File: config.mk
export PLATFORM = sky130hd
export DESIGN_NAME = poisson_stencil_row_generator_top
export DESIGN_NICKNAME = d
export VERILOG_FILES = /design/src/hw/rtl/psrg_pkg.sv /design/src/hw/rtl/psrg_div_stage.sv /design/src/hw/rtl/psrg_decode.sv /design/src/hw/rtl/psrg_emit.sv /design/src/hw/rtl/poisson_stencil_row_generator_top.sv
export SDC_FILE = /design/constraint.sdc
export NUM_CORES = 2
export LEC_CHECK = 0
export ABC_AREA = 1
export BUFFER_PORTS_ARGS = -buffer_cell sky130_fd_sc_hd__buf_2
export CAP_MARGIN = 20
export CORE_UTILIZATION = 64
export DETAILED_ROUTE_END_ITERATION = 12
export PLACE_DENSITY = 0.83
export RECOVER_POWER = 100
export SLEW_MARGIN = 25
export SYNTH_ARGS = -nofsm -noshare
export SYNTH_HDL_FRONTEND = slang
export SYNTH_SLANG_ARGS = --single-unit
File: constraint.sdc
create_clock -name clk_i -period 14.5 [get_ports clk_i]
set_input_delay 2.9 -clock clk_i [delete_from_list [all_inputs] [get_ports clk_i]]
set_output_delay 2.9 -clock clk_i [all_outputs]
set_load 0.02 [all_outputs]
File: src/hw/rtl/psrg_pkg.sv
// Shared constants, types and helpers of the stencil row generator.
`default_nettype none

package psrg_pkg;

  localparam int unsigned ROW_W        = 20;
  localparam int unsigned DIM_W        = 11;
  localparam int unsigned COEF_W       = 32;
  localparam int unsigned VAL_W        = 36;
  localparam int unsigned CFG_IDX_W    = 2;
  localparam int unsigned MAX_GRID_DIM = 1024;
  localparam int unsigned NUM_TAPS     = 5;
  localparam int unsigned DIV_STEPS    = 4;
  localparam int unsigned DIV_STAGES   = ROW_W / DIV_STEPS;
  localparam int unsigned AREA_W       = 2 * DIM_W;
  localparam int unsigned SUM_W        = COEF_W + 2;

  localparam logic [VAL_W-1:0] Q_ONE     = VAL_W'(65536);
  localparam logic [DIM_W-1:0] DIM_MIN   = DIM_W'(2);
  localparam logic [DIM_W-1:0] DIM_MAX   = DIM_W'(MAX_GRID_DIM);
  localparam logic [COEF_W-1:0] COEF_RST = COEF_W'(65536);

  // Tap positions in ascending column order.
  localparam int unsigned TAP_DOWN  = 0;
  localparam int unsigned TAP_LEFT  = 1;
  localparam int unsigned TAP_DIAG  = 2;
  localparam int unsigned TAP_RIGHT = 3;
  localparam int unsigned TAP_UP    = 4;

  typedef enum logic [CFG_IDX_W-1:0] {
    CFG_GRID_WIDTH  = 2'd0,
    CFG_GRID_HEIGHT = 2'd1,
    CFG_COEFF_X     = 2'd2,
    CFG_COEFF_Y     = 2'd3
  } cfg_reg_e;

  typedef struct packed {
    logic [ROW_W-1:0] row;
    logic [DIM_W-1:0] w;
    logic [DIM_W-1:0] h;
    logic             in_range;
    logic [DIM_W-1:0] rem;
    logic [ROW_W-1:0] num;
  } div_t;

  typedef struct packed {
    logic [NUM_TAPS-1:0][ROW_W-1:0] col;
    logic [NUM_TAPS-1:0][VAL_W-1:0] val;
    logic [NUM_TAPS-1:0]            mask;
  } entry_t;

  function automatic logic [DIM_W-1:0] clamp_dim(logic [DIM_W-1:0] v);
    logic [DIM_W-1:0] r;
    r = v;
    if (v < DIM_MIN) r = DIM_MIN;
    if (v > DIM_MAX) r = DIM_MAX;
    return r;
  endfunction

endpackage

`default_nettype wire

File: src/hw/rtl/psrg_div_stage.sv
// One registered stage of the row-by-width restoring divider.
`default_nettype none

module psrg_div_stage (
  input  logic          clk_i,
  input  logic          rst_ni,
  input  logic          in_valid_i,
  input  psrg_pkg::div_t in_data_i,
  output logic          in_ready_o,
  output logic          out_valid_o,
  output psrg_pkg::div_t out_data_o,
  input  logic          out_ready_i
);
  import psrg_pkg::*;

  div_t             step_d;
  div_t             data_q;
  logic             valid_q;
  logic [DIM_W:0]   trial;
  logic             qbit;

  // Retire DIV_STEPS quotient bits, MSB first.
  always_comb begin
    step_d = in_data_i;
    trial  = '0;
    qbit   = 1'b0;
    for (int k = 0; k < DIV_STEPS; k++) begin
      trial = {step_d.rem, step_d.num[ROW_W-1]};
      if (trial >= {1'b0, step_d.w}) begin
        step_d.rem = DIM_W'(trial - {1'b0, step_d.w});
        qbit       = 1'b1;
      end else begin
        step_d.rem = trial[DIM_W-1:0];
        qbit       = 1'b0;
      end
      step_d.num = {step_d.num[ROW_W-2:0], qbit};
    end
  end

  assign in_ready_o = !valid_q || out_ready_i;

  always_ff @(posedge clk_i or negedge rst_ni) begin
    if (!rst_ni) begin
      valid_q <= 1'b0;
    end else if (in_ready_o) begin
      valid_q <= in_valid_i;
    end
  end

  always_ff @(posedge clk_i) begin
    if (in_ready_o && in_valid_i) begin
      data_q <= step_d;
    end
  end

  assign out_valid_o = valid_q;
  assign out_data_o  = data_q;

endmodule

`default_nettype wire

File: src/hw/rtl/psrg_decode.sv
// Neighbor decode and entry build: two registered stages after the divider.
`default_nettype none

module psrg_decode (
  input  logic                        clk_i,
  input  logic                        rst_ni,
  input  logic [psrg_pkg::COEF_W-1:0] coeff_x_i,
  input  logic [psrg_pkg::COEF_W-1:0] coeff_y_i,
  input  logic                        in_valid_i,
  input  psrg_pkg::div_t              in_data_i,
  output logic                        in_ready_o,
  output logic                        out_valid_o,
  output psrg_pkg::entry_t            out_data_o,
  input  logic                        out_ready_i
);
  import psrg_pkg::*;

  // Stage C: neighbor flags and coefficient sums.
  logic             c_valid_q;
  logic [ROW_W-1:0] c_row_q;
  logic [DIM_W-1:0] c_w_q;
  logic             c_in_range_q;
  logic             c_row_zero_q;
  logic             c_down_q, c_left_q, c_right_q, c_up_q;
  logic [SUM_W-1:0] c_xsum_q, c_ysum_q;
  logic             c_ready;

  // Stage D: finished entry set.
  logic             d_valid_q;
  entry_t           d_data_q;
  logic             d_ready;

  logic             down_d, left_d, right_d, up_d;
  logic [SUM_W-1:0] xsum_d, ysum_d;
  logic [ROW_W-1:0] h_m1;
  logic [DIM_W-1:0] w_m1;
  entry_t           entry_d;
  logic [VAL_W-1:0] pin;

  assign h_m1    = ROW_W'(in_data_i.h) - ROW_W'(1);
  assign w_m1    = in_data_i.w - DIM_W'(1);
  assign down_d  = in_data_i.num != '0;
  assign up_d    = in_data_i.num < h_m1;
  assign left_d  = in_data_i.rem != '0;
  assign right_d = in_data_i.rem < w_m1;

  always_comb begin
    case ({left_d, right_d})
      2'b11:        xsum_d = {1'b0, coeff_x_i, 1'b0};
      2'b10, 2'b01: xsum_d = {2'b00, coeff_x_i};
      default:      xsum_d = '0;
    endcase
    case ({down_d, up_d})
      2'b11:        ysum_d = {1'b0, coeff_y_i, 1'b0};
      2'b10, 2'b01: ysum_d = {2'b00, coeff_y_i};
      default:      ysum_d = '0;
    endcase
  end

  assign c_ready    = !c_valid_q || d_ready;
  assign d_ready    = !d_valid_q || out_ready_i;
  assign in_ready_o = c_ready;

  always_ff @(posedge clk_i or negedge rst_ni) begin
    if (!rst_ni) begin
      c_valid_q <= 1'b0;
    end else if (c_ready) begin
      c_valid_q <= in_valid_i;
    end
  end

  always_ff @(posedge clk_i) begin
    if (c_ready && in_valid_i) begin
      c_row_q      <= in_data_i.row;
      c_w_q        <= in_data_i.w;
      c_in_range_q <= in_data_i.in_range;
      c_row_zero_q <= in_data_i.row == '0;
      c_down_q     <= down_d;
      c_left_q     <= left_d;
      c_right_q    <= right_d;
      c_up_q       <= up_d;
      c_xsum_q     <= xsum_d;
      c_ysum_q     <= ysum_d;
    end
  end

  assign pin = c_row_zero_q ? Q_ONE : '0;

  always_comb begin
    entry_d.col[TAP_DOWN]  = c_row_q - ROW_W'(c_w_q);
    entry_d.col[TAP_LEFT]  = c_row_q - ROW_W'(1);
    entry_d.col[TAP_DIAG]  = c_row_q;
    entry_d.col[TAP_RIGHT] = c_row_q + ROW_W'(1);
    entry_d.col[TAP_UP]    = c_row_q + ROW_W'(c_w_q);
    entry_d.val[TAP_DOWN]  = VAL_W'(coeff_y_i);
    entry_d.val[TAP_LEFT]  = VAL_W'(coeff_x_i);
    entry_d.val[TAP_DIAG]  = pin - VAL_W'(c_xsum_q) - VAL_W'(c_ysum_q);
    entry_d.val[TAP_RIGHT] = VAL_W'(coeff_x_i);
    entry_d.val[TAP_UP]    = VAL_W'(coeff_y_i);
    // Drop every entry of a row outside the grid.
    entry_d.mask = c_in_range_q ? {c_up_q, c_right_q, 1'b1, c_left_q, c_down_q} : '0;
  end

  always_ff @(posedge clk_i or negedge rst_ni) begin
    if (!rst_ni) begin
      d_valid_q <= 1'b0;
    end else if (d_ready) begin
      d_valid_q <= c_valid_q;
    end
  end

  always_ff @(posedge clk_i) begin
    if (d_ready && c_valid_q) begin
      d_data_q <= entry_d;
    end
  end

  assign out_valid_o = d_valid_q;
  assign out_data_o  = d_data_q;

endmodule

`default_nettype wire

File: src/hw/rtl/psrg_emit.sv
// Entry sequencer: sends the pending entries of one row, one per cycle.
`default_nettype none

module psrg_emit (
  input  logic                              clk_i,
  input  logic                              rst_ni,
  input  logic                              in_valid_i,
  input  psrg_pkg::entry_t                  in_data_i,
  output logic                              in_ready_o,
  output logic                              valid_o,
  output logic [psrg_pkg::ROW_W-1:0]        column_index_o,
  output logic signed [psrg_pkg::VAL_W-1:0] entry_value_o,
  output logic                              last_entry_o
);
  import psrg_pkg::*;

  logic [NUM_TAPS-1:0] mask_q, mask_d;
  entry_t              data_q;
  logic [NUM_TAPS-1:0] pick;
  logic [ROW_W-1:0]    col_sel;
  logic [VAL_W-1:0]    val_sel;

  assign pick   = mask_q & (~mask_q + NUM_TAPS'(1));
  assign mask_d = mask_q & ~pick;

  always_comb begin
    col_sel = '0;
    val_sel = '0;
    for (int k = 0; k < NUM_TAPS; k++) begin
      if (pick[k]) begin
        col_sel = col_sel | data_q.col[k];
        val_sel = val_sel | data_q.val[k];
      end
    end
  end

  // Take the next row once at most one entry is left.
  assign in_ready_o = (mask_q & (mask_q - NUM_TAPS'(1))) == '0;

  always_ff @(posedge clk_i or negedge rst_ni) begin
    if (!rst_ni) begin
      mask_q <= '0;
    end else if (in_ready_o && in_valid_i) begin
      mask_q <= in_data_i.mask;
    end else begin
      mask_q <= mask_d;
    end
  end

  always_ff @(posedge clk_i) begin
    if (in_ready_o && in_valid_i) begin
      data_q <= in_data_i;
    end
  end

  assign valid_o        = mask_q != '0;
  assign column_index_o = col_sel;
  assign entry_value_o  = val_sel;
  assign last_entry_o   = valid_o && (mask_d == '0);

endmodule

`default_nettype wire

File: src/hw/rtl/poisson_stencil_row_generator_top.sv
// Top level of the five-point Laplacian matrix row generator.
//
// Usage: program grid_width, grid_height, coeff_x and coeff_y through the
// cfg write channel (index 0..3, cfg_ready_o is always high) while the block
// is idle. Issue a row request by raising start with row_index_i; it is taken
// at a clock edge where start is high and busy is low. The row's nonzero
// entries then appear on valid_o / column_index_o / entry_value_o in
// ascending column order, one per cycle, last_entry_o marking the final one.
// A taken request passes the input register, five divider stages, decode,
// build and the sequencer load before its first entry is on the ports. A
// row occupies the output sequencer while its entries (3 to 5) go out; a
// row outside the grid yields no entry. Requests may arrive every cycle;
// busy rises when the sequencer backs up the pipeline. Reset clears all
// pipeline valid bits and loads the register defaults. Results cannot be
// held off: each entry is shown for one cycle.
`default_nettype none

module poisson_stencil_row_generator_top (
  input  logic                                clk_i,
  input  logic                                rst_ni,
  input  logic                                start,
  output logic                                busy,
  input  logic [psrg_pkg::ROW_W-1:0]          row_index_i,
  input  logic                                cfg_valid_i,
  output logic                                cfg_ready_o,
  input  logic [psrg_pkg::CFG_IDX_W-1:0]      cfg_index_i,
  input  logic [psrg_pkg::COEF_W-1:0]         cfg_data_i,
  output logic                                valid_o,
  output logic [psrg_pkg::ROW_W-1:0]          column_index_o,
  output logic signed [psrg_pkg::VAL_W-1:0]   entry_value_o,
  output logic                                last_entry_o
);
  import psrg_pkg::*;

  logic [DIM_W-1:0]  grid_width_q, grid_height_q;
  logic [COEF_W-1:0] coeff_x_q, coeff_y_q;

  logic              a_valid_q;
  logic [ROW_W-1:0]  a_row_q;
  logic [DIM_W-1:0]  a_w_q, a_h_q;
  logic              a_ready;
  logic              accept;
  logic [AREA_W-1:0] area;

  logic   div_valid [DIV_STAGES+1];
  div_t   div_data  [DIV_STAGES+1];
  logic   div_ready [DIV_STAGES+1];

  logic   ent_valid;
  entry_t ent_data;
  logic   ent_ready;

  assign cfg_ready_o = 1'b1;

  always_ff @(posedge clk_i or negedge rst_ni) begin
    if (!rst_ni) begin
      grid_width_q  <= DIM_MIN;
      grid_height_q <= DIM_MIN;
      coeff_x_q     <= COEF_RST;
      coeff_y_q     <= COEF_RST;
    end else if (cfg_valid_i && cfg_ready_o) begin
      case (cfg_reg_e'(cfg_index_i))
        CFG_GRID_WIDTH:  grid_width_q  <= cfg_data_i[DIM_W-1:0];
        CFG_GRID_HEIGHT: grid_height_q <= cfg_data_i[DIM_W-1:0];
        CFG_COEFF_X:     coeff_x_q     <= cfg_data_i;
        CFG_COEFF_Y:     coeff_y_q     <= cfg_data_i;
        default: ;
      endcase
    end
  end

  // Input register with clamped grid size.
  assign a_ready = !a_valid_q || div_ready[0];
  assign busy    = !a_ready;
  assign accept  = start && !busy;

  always_ff @(posedge clk_i or negedge rst_ni) begin
    if (!rst_ni) begin
      a_valid_q <= 1'b0;
    end else if (a_ready) begin
      a_valid_q <= accept;
    end
  end

  always_ff @(posedge clk_i) begin
    if (accept) begin
      a_row_q <= row_index_i;
      a_w_q   <= clamp_dim(grid_width_q);
      a_h_q   <= clamp_dim(grid_height_q);
    end
  end

  assign area = AREA_W'(a_w_q) * AREA_W'(a_h_q);

  // Fields in order: row, w, h, in_range, rem, num.
  assign div_valid[0] = a_valid_q;
  assign div_data[0]  = {a_row_q, a_w_q, a_h_q, AREA_W'(a_row_q) < area,
                         DIM_W'(0), a_row_q};

  for (genvar s = 0; s < DIV_STAGES; s++) begin : g_div
    psrg_div_stage u_div_stage (
      .clk_i       (clk_i),
      .rst_ni      (rst_ni),
      .in_valid_i  (div_valid[s]),
      .in_data_i   (div_data[s]),
      .in_ready_o  (div_ready[s]),
      .out_valid_o (div_valid[s+1]),
      .out_data_o  (div_data[s+1]),
      .out_ready_i (div_ready[s+1])
    );
  end

  psrg_decode u_decode (
    .clk_i       (clk_i),
    .rst_ni      (rst_ni),
    .coeff_x_i   (coeff_x_q),
    .coeff_y_i   (coeff_y_q),
    .in_valid_i  (div_valid[DIV_STAGES]),
    .in_data_i   (div_data[DIV_STAGES]),
    .in_ready_o  (div_ready[DIV_STAGES]),
    .out_valid_o (ent_valid),
    .out_data_o  (ent_data),
    .out_ready_i (ent_ready)
  );

  psrg_emit u_emit (
    .clk_i          (clk_i),
    .rst_ni         (rst_ni),
    .in_valid_i     (ent_valid),
    .in_data_i      (ent_data),
    .in_ready_o     (ent_ready),
    .valid_o        (valid_o),
    .column_index_o (column_index_o),
    .entry_value_o  (entry_value_o),
    .last_entry_o   (last_entry_o)
  );

endmodule

`default_nettype wire

# After elaboration in Yosys (flattened, before gate mapping)

Index checks and enable logic that the tools add are counted.

$add $sub $neg: 30
Multipliers: 1
Order comparisons: 27
Equal/unequal tests: 9
Multiplexer cells: 57
Bitwise logic cells: 13
Reductions and logical operators: 42

Operators by type and width:

| kind                                                         | count |
|---|---|
| two-way mux 11 bit                                           | 22 |
| greater-or-equal comparator 12 x 11 -> 1 bit                 | 19 |
| subtractor 11 bit                                            | 19 |
| two-way mux 36 bit                                           | 4 |
| one-hot mux 33 bit (2 select lines)                          | 2 |
| OR 36 x 32 -> 36 bit                                         | 3 |
| two-way mux 20 bit                                           | 5 |
| OR 20 bit                                                    | 4 |
| subtractor 36 x 34 -> 36 bit                                 | 2 |
| OR 36 bit                                                    | 1 |
| two-way mux 32 bit                                           | 1 |
| > comparator 11 bit (second input constant)                  | 2 |
| less-than comparator 11 x 2 -> 1 bit (second input constant) | 2 |
| less-than comparator 20 x 22 -> 1 bit                        | 1 |
| multiplier 11 x 11 -> 22 bit                                 | 1 |
| adder 20 x 1 -> 20 bit (second input constant)               | 1 |
| adder 20 x 11 -> 20 bit                                      | 1 |
| logical NOT 20 bit                                           | 1 |
| less-than comparator 20 bit                                  | 1 |
| two-way mux 1 bit                                            | 20 |
| nonzero test 20 bit                                          | 1 |
| subtractor 20 x 1 -> 20 bit (second input constant)          | 1 |
| subtractor 20 x 11 -> 20 bit                                 | 1 |
| two-way mux 17 bit                                           | 1 |
| 22 further kinds                                             | 63 |

Flip-flop bits (word level): 1021
Output and inout port bits: 60
Logic and storage cells: 255

# Logic depth before layout (Yosys ltp)

Depth after elaboration: 12
Depth in mapped cells: 52
Depth with buffers taken out: 49

# Hierarchy

From an unflattened synthesis, not the netlist that was laid out.

Cell total of the unflattened synthesis: 6364
Area, all modules: 62272.2 um^2

Modules (own cells, without submodules):

| module                            | instances | cells an instance | area an instance (um^2) | seq. area each (um^2) |
|---|---|---|---|---|
| psrg_div_stage                    | 5         | 568               | 5031.1                  | 2247.2 |
| psrg_decode                       | 1         | 1693              | 17140.2                 | 9238.9 |
| psrg_emit                         | 1         | 749               | 10597.7                 | 8533.2 |
| poisson_stencil_row_generator_top | 1         | 1082              | 9379.0                  | 3443.3 |

# Least setup slack after synthesis

No wires, ideal clock.

Kind: reg2reg
Start point: register u_emit.mask_q[1]
End point: register u_decode.d_data_q (netlist bit u_decode.out_data_o[0]) (enable)
Library setup time: 833 ps
Arrival time: 10785 ps
Path slack: 2882 ps
Cell stages (with the launch flop): 6
Buffers on the path: 0
Cell sequence: dfrtp_1 > nor2_1 > nand2_1 > o21ai_0 > nand4_1 > a21oi_1

Cells in the longest elaborated chain, start to end: 5

Ends and longest elaborated chain:

| what                      | line               | source |
|---|---|---|
| start, declared           | psrg_emit.sv:17    | `logic [NUM_TAPS-1:0] mask_q, mask_d;` |
| start signal, assigned    | psrg_emit.sv:44    | `mask_q <= in_data_i.mask;` |
| start signal, assigned    | psrg_emit.sv:46    | `mask_q <= mask_d;` |
| subtractor 5 x 1 -> 5 bit | psrg_emit.sv:38    | `assign in_ready_o = (mask_q & (mask_q - NUM_TAPS'(1))) == '0;` |
| bitwise AND 5 bit (*)     | psrg_emit.sv:38    |  |
| logical NOT 5 bit (*)     | psrg_emit.sv:38    |  |
| logical OR 1 bit (*)      | psrg_decode.sv:61  | `assign d_ready = !d_valid_q \|\| out_ready_i;` |
| logical AND 1 bit (*)     | psrg_decode.sv:113 | `if (d_ready && c_valid_q) begin` |
| end signal, assigned      | psrg_decode.sv:114 | `d_data_q <= entry_d;` |
| end, declared             | psrg_decode.sv:30  | `entry_t d_data_q;` |

Mark *: on every way between the ends. The rest lies on a longest branch, timed or not.
A chain may end at the register's enable or synchronous reset.

# Worst setup path in the final report

Start point: register u_emit.mask_q[1]
End point: register u_emit.data_q[162] in the netlist's numbering (enable)

Cells in the longest elaborated chain, start to end: 4

Ends and longest elaborated chain:

| what                      | line            | source |
|---|---|---|
| subtractor 5 x 1 -> 5 bit | psrg_emit.sv:38 |  |
| bitwise AND 5 bit (*)     | psrg_emit.sv:38 |  |
| logical NOT 5 bit (*)     | psrg_emit.sv:38 |  |
| logical AND 1 bit (*)     | psrg_emit.sv:51 | `if (in_ready_o && in_valid_i) begin` |
| end signal, assigned      | psrg_emit.sv:52 | `data_q <= in_data_i;` |
| end, declared             | psrg_emit.sv:18 | `entry_t data_q;` |

Marks and branches as above.

==> impl_metrics.yaml <==
run_status:
  outcome: "complete, but fails checks"
  violations: "max-capacitance violations, max-slew violations"
cells_and_area:
  final_cell_mix: "nand2_1 (1320), edfxtp_1 (876), inv_1 (793)"
  num_antenna_cells: 0
  nets: 6206
  final_common_cell: "nand2_1"
  drive_gt1_share_pct: 4.80
  syn_to_final_growth_pct: 8.58
timing:
  hold_viol: 0
  max_freq_ghz: 0.0925
  layout_setup_ws_ns: 3.69
  worst_slew_pin_slew_ns: 7.15
  skew_ns: 0.0376
  post-route-period-util_pct: 74.5
  rsz0062_at_grt: "no"
  finalSetupViolations: 0
  relSlewSlack_pct: -377
  final_max_slew_viol_count: 1329
  fin_crit_ns: 10.81
  fin_setup_tns_ns: 0
place:
  io_buffers: 116
  place_congestion: 0.934
  place_ws_ns: 6.01
  dp_hpwl_mm: 91.5
die:
  die_area_um2: 87100
  core_um2: 85100
  die_w_um: 295
  num_rows: 107
  die_h_um: 295
  initial_core_util_pct: 64.6
  pin_count: 118
critical_path:
  max_stage_delay_ns: 5.14
  timing.critical_path.fanout_max: 139
  worst_setup_path_start_kind: "flip-flop"
  worstSetupEndpointType: "flip-flop"
  cp_slowest_cell: "clkbuf_1"
  regToRegStartpoint: "u_emit.mask_q[1]$_DFF_PN0_"
  crit_type: "flip-flop to flip-flop"
  cpMostUsedCell: "clkbuf_1"
  arrival_ns: 10.87
  crit_chain: "nor2_1, nand2_1, o21ai_0, nand4_1, nor2_4, clkbuf_1, clkbuf_1"
  crit_required_ns: 14.56
  crit_start: "u_emit.mask_q[1]$_DFF_PN0_"
detailed_routing:
  m1WireLength_mm: 52.2
  met2WireLength_mm: 64.4
  via_per_inst: 5.75
  drc: 0
  wire_per_inst_um: 18.9
  top_layer: "met4"
  dr.first_iter.drc_count: 3765
  drt_wl_total_mm: 130
  wl_met3_mm: 9.18
  postRouteAntennaNets: 0
  dr_total_vias: 39400
  first_pass_iters: 8
min_path:
  min-delay-start: "g_div[3].u_div_stage.out_data_o[58]$_DFFE_PP_"
  hold_path.class: "flip-flop to flip-flop"
synthesis:
  synthArstFlopShare_pct: 10.2
  netlist_area_um2: 55000
  synthFlopType: "edfxtp_1"
  yosysWarningCount: 0
  syn_avg_cell_area_um2: 9.98
  yosysSeqAreaShare_pct: 52.3
  synth_nets: 6087
  ys_types: 64
  synth_cells: 5513
  synth-edff-count: 876
  synth_seq_cells: 975
grt:
  grt_pass1_vias: 39000
  overflow: 0
  antenna_found_initial: 0
  grt_usage_pct: 30.1
  grt_max_degree: 203
  grt_pass1_wl_mm: 205
clock_network:
  clkLatencyLatePin_ns: 0.66
  h-tree-depth: 3
  cts_hold_buf: 0
  cts_max_path_buffers: 3
  cts.sinks: 975
  cts.root.buffer_cell: "clkbuf_16"
  cts_tree: "built"
  clk_pin_slew_ns: 0.07
  cts_resized: 0
  cts_setup_buffers: 0
  cts_buffers: 94
job:
  cap_violations: 24
-- worst paths after layout --
| kind | end | slack, ns | depth (start not counted) |
|---|---|---|---|
| worst max-delay path | u_emit.data_q[162]$_DFFE_PP_ | 3.69 | 7 |
| worst min-delay path | g_div[4].u_div_stage.out_data_o[58]$_DFFE_PP_ | 0.39 | 0 |
| worst max register to register | u_emit.data_q[162]$_DFFE_PP_ | 3.69 | 7 |
| worst min register to register | g_div[4].u_div_stage.out_data_o[58]$_DFFE_PP_ | 0.39 | 0 |
| max in group asynchronous | u_emit.mask_q[3]$_DFF_PN0_ | 7.44 | 2 |
| min in group asynchronous | coeff_x_q[12]$_DFFE_PN0P_ | 3.12 | 1 |
-- cell usage after synthesis (all sizes together) (8+ instances only) --
cell    instances  area (µm²)
buf            31         250
fa            103        2060
o31ai           8        60.1
a221oi         20         175
a21oi         297        1530
edfxtp        876       26300
a31oi          15        93.8
o21a           13        97.6
or2            19         119
nand3         222        1200
o22ai          30         188
dfrtp          95        2380
inv           803        3010
a21o           19         143
clkbuf         87         327
nor3           39         215
xor2          204        1790
xnor2          75         657
o21ai         301        1540
nand2        1332        5040
ha            413        5170
nand4          64         400
a21boi         13        97.6
nor2          323        1270
nand3b         15         113
o21bai         21         158
nor4           20         131
-- cells by family after synthesis --
| kind of cell | count (synthesis) | synth area share [%] |
|---|---|---|
| AOI/OAI and AO/OA | 766 | 7.87 |
| xor gates and xnor gates | 279 | 4.44 |
| adders and majority gates | 516 | 13.1 |
| buffers and inverters | 925 | 6.56 |
| DFF | 975 | 52.3 |
| other | 1 | 0.00682 |
| and+or+nand+nor | 2051 | 15.6 |
-- sequential cells by signal, indices dropped and copies added (netlist names), 5 cells and up --
name / cells
u_decode.c_ysum_q: 33
a_w_q: 11
u_decode.c_w_q: 11
coeff_y_q: 32
grid_height_q: 11
u_decode.c_xsum_q: 33
grid_width_q: 11
g_div.u_div_stage.out_valid_o: 5
a_h_q: 11
u_decode.c_row_q: 20
u_emit.data_q: 198
u_decode.out_data_o: 203
coeff_x_q: 32
g_div.u_div_stage.out_data_o: 330
a_row_q: 20
u_emit.mask_q: 5
-- through the flow --
step | util (%) | area, µm² | hold slack, ns | cells
2_1_floorplan | - | 55000 | 0.400 | 5513
4_1_cts | 70.6 | 60100 | 0.388 | 6857
3_3_place_gp | 66.6 | 56700 | 0.400 | 6679
3_5_place_dp | 66.6 | 56700 | 0.405 | 6679
6_report | 70.2 | 59700 | 0.394 | 6858
5_1_grt | 70.2 | 59700 | 0.395 | 6858
-- cell type report --
class	instances	area, µm²
clock inverter	61	723
multi-input combinational	3613	22500
timing repair buffer	141	584
fill	5947	25400
clock buffer	117	2650
sequential	975	28800
tap	1144	1430
inverter	807	3030
-- worst max-delay path: cells and delay by family, from the launching register on --
family | cells | cell delay, ns
simple gates | 4 | 1.26
buf+inv | 2 | 7.72
flops | 1 | 0.75
compound gates | 1 | 0.26
-- routing by layer --
layer,GRT usage (%),up-vias
li1,-,18700
met1,39.2,18700
met2,52.2,1618
met3,3.73,295
met4,10.3,0
met5,0,-
Power is left out: the tool's default activity adds up to more than one toggle a clock period on the data nets, which glitch-free logic cannot reach.
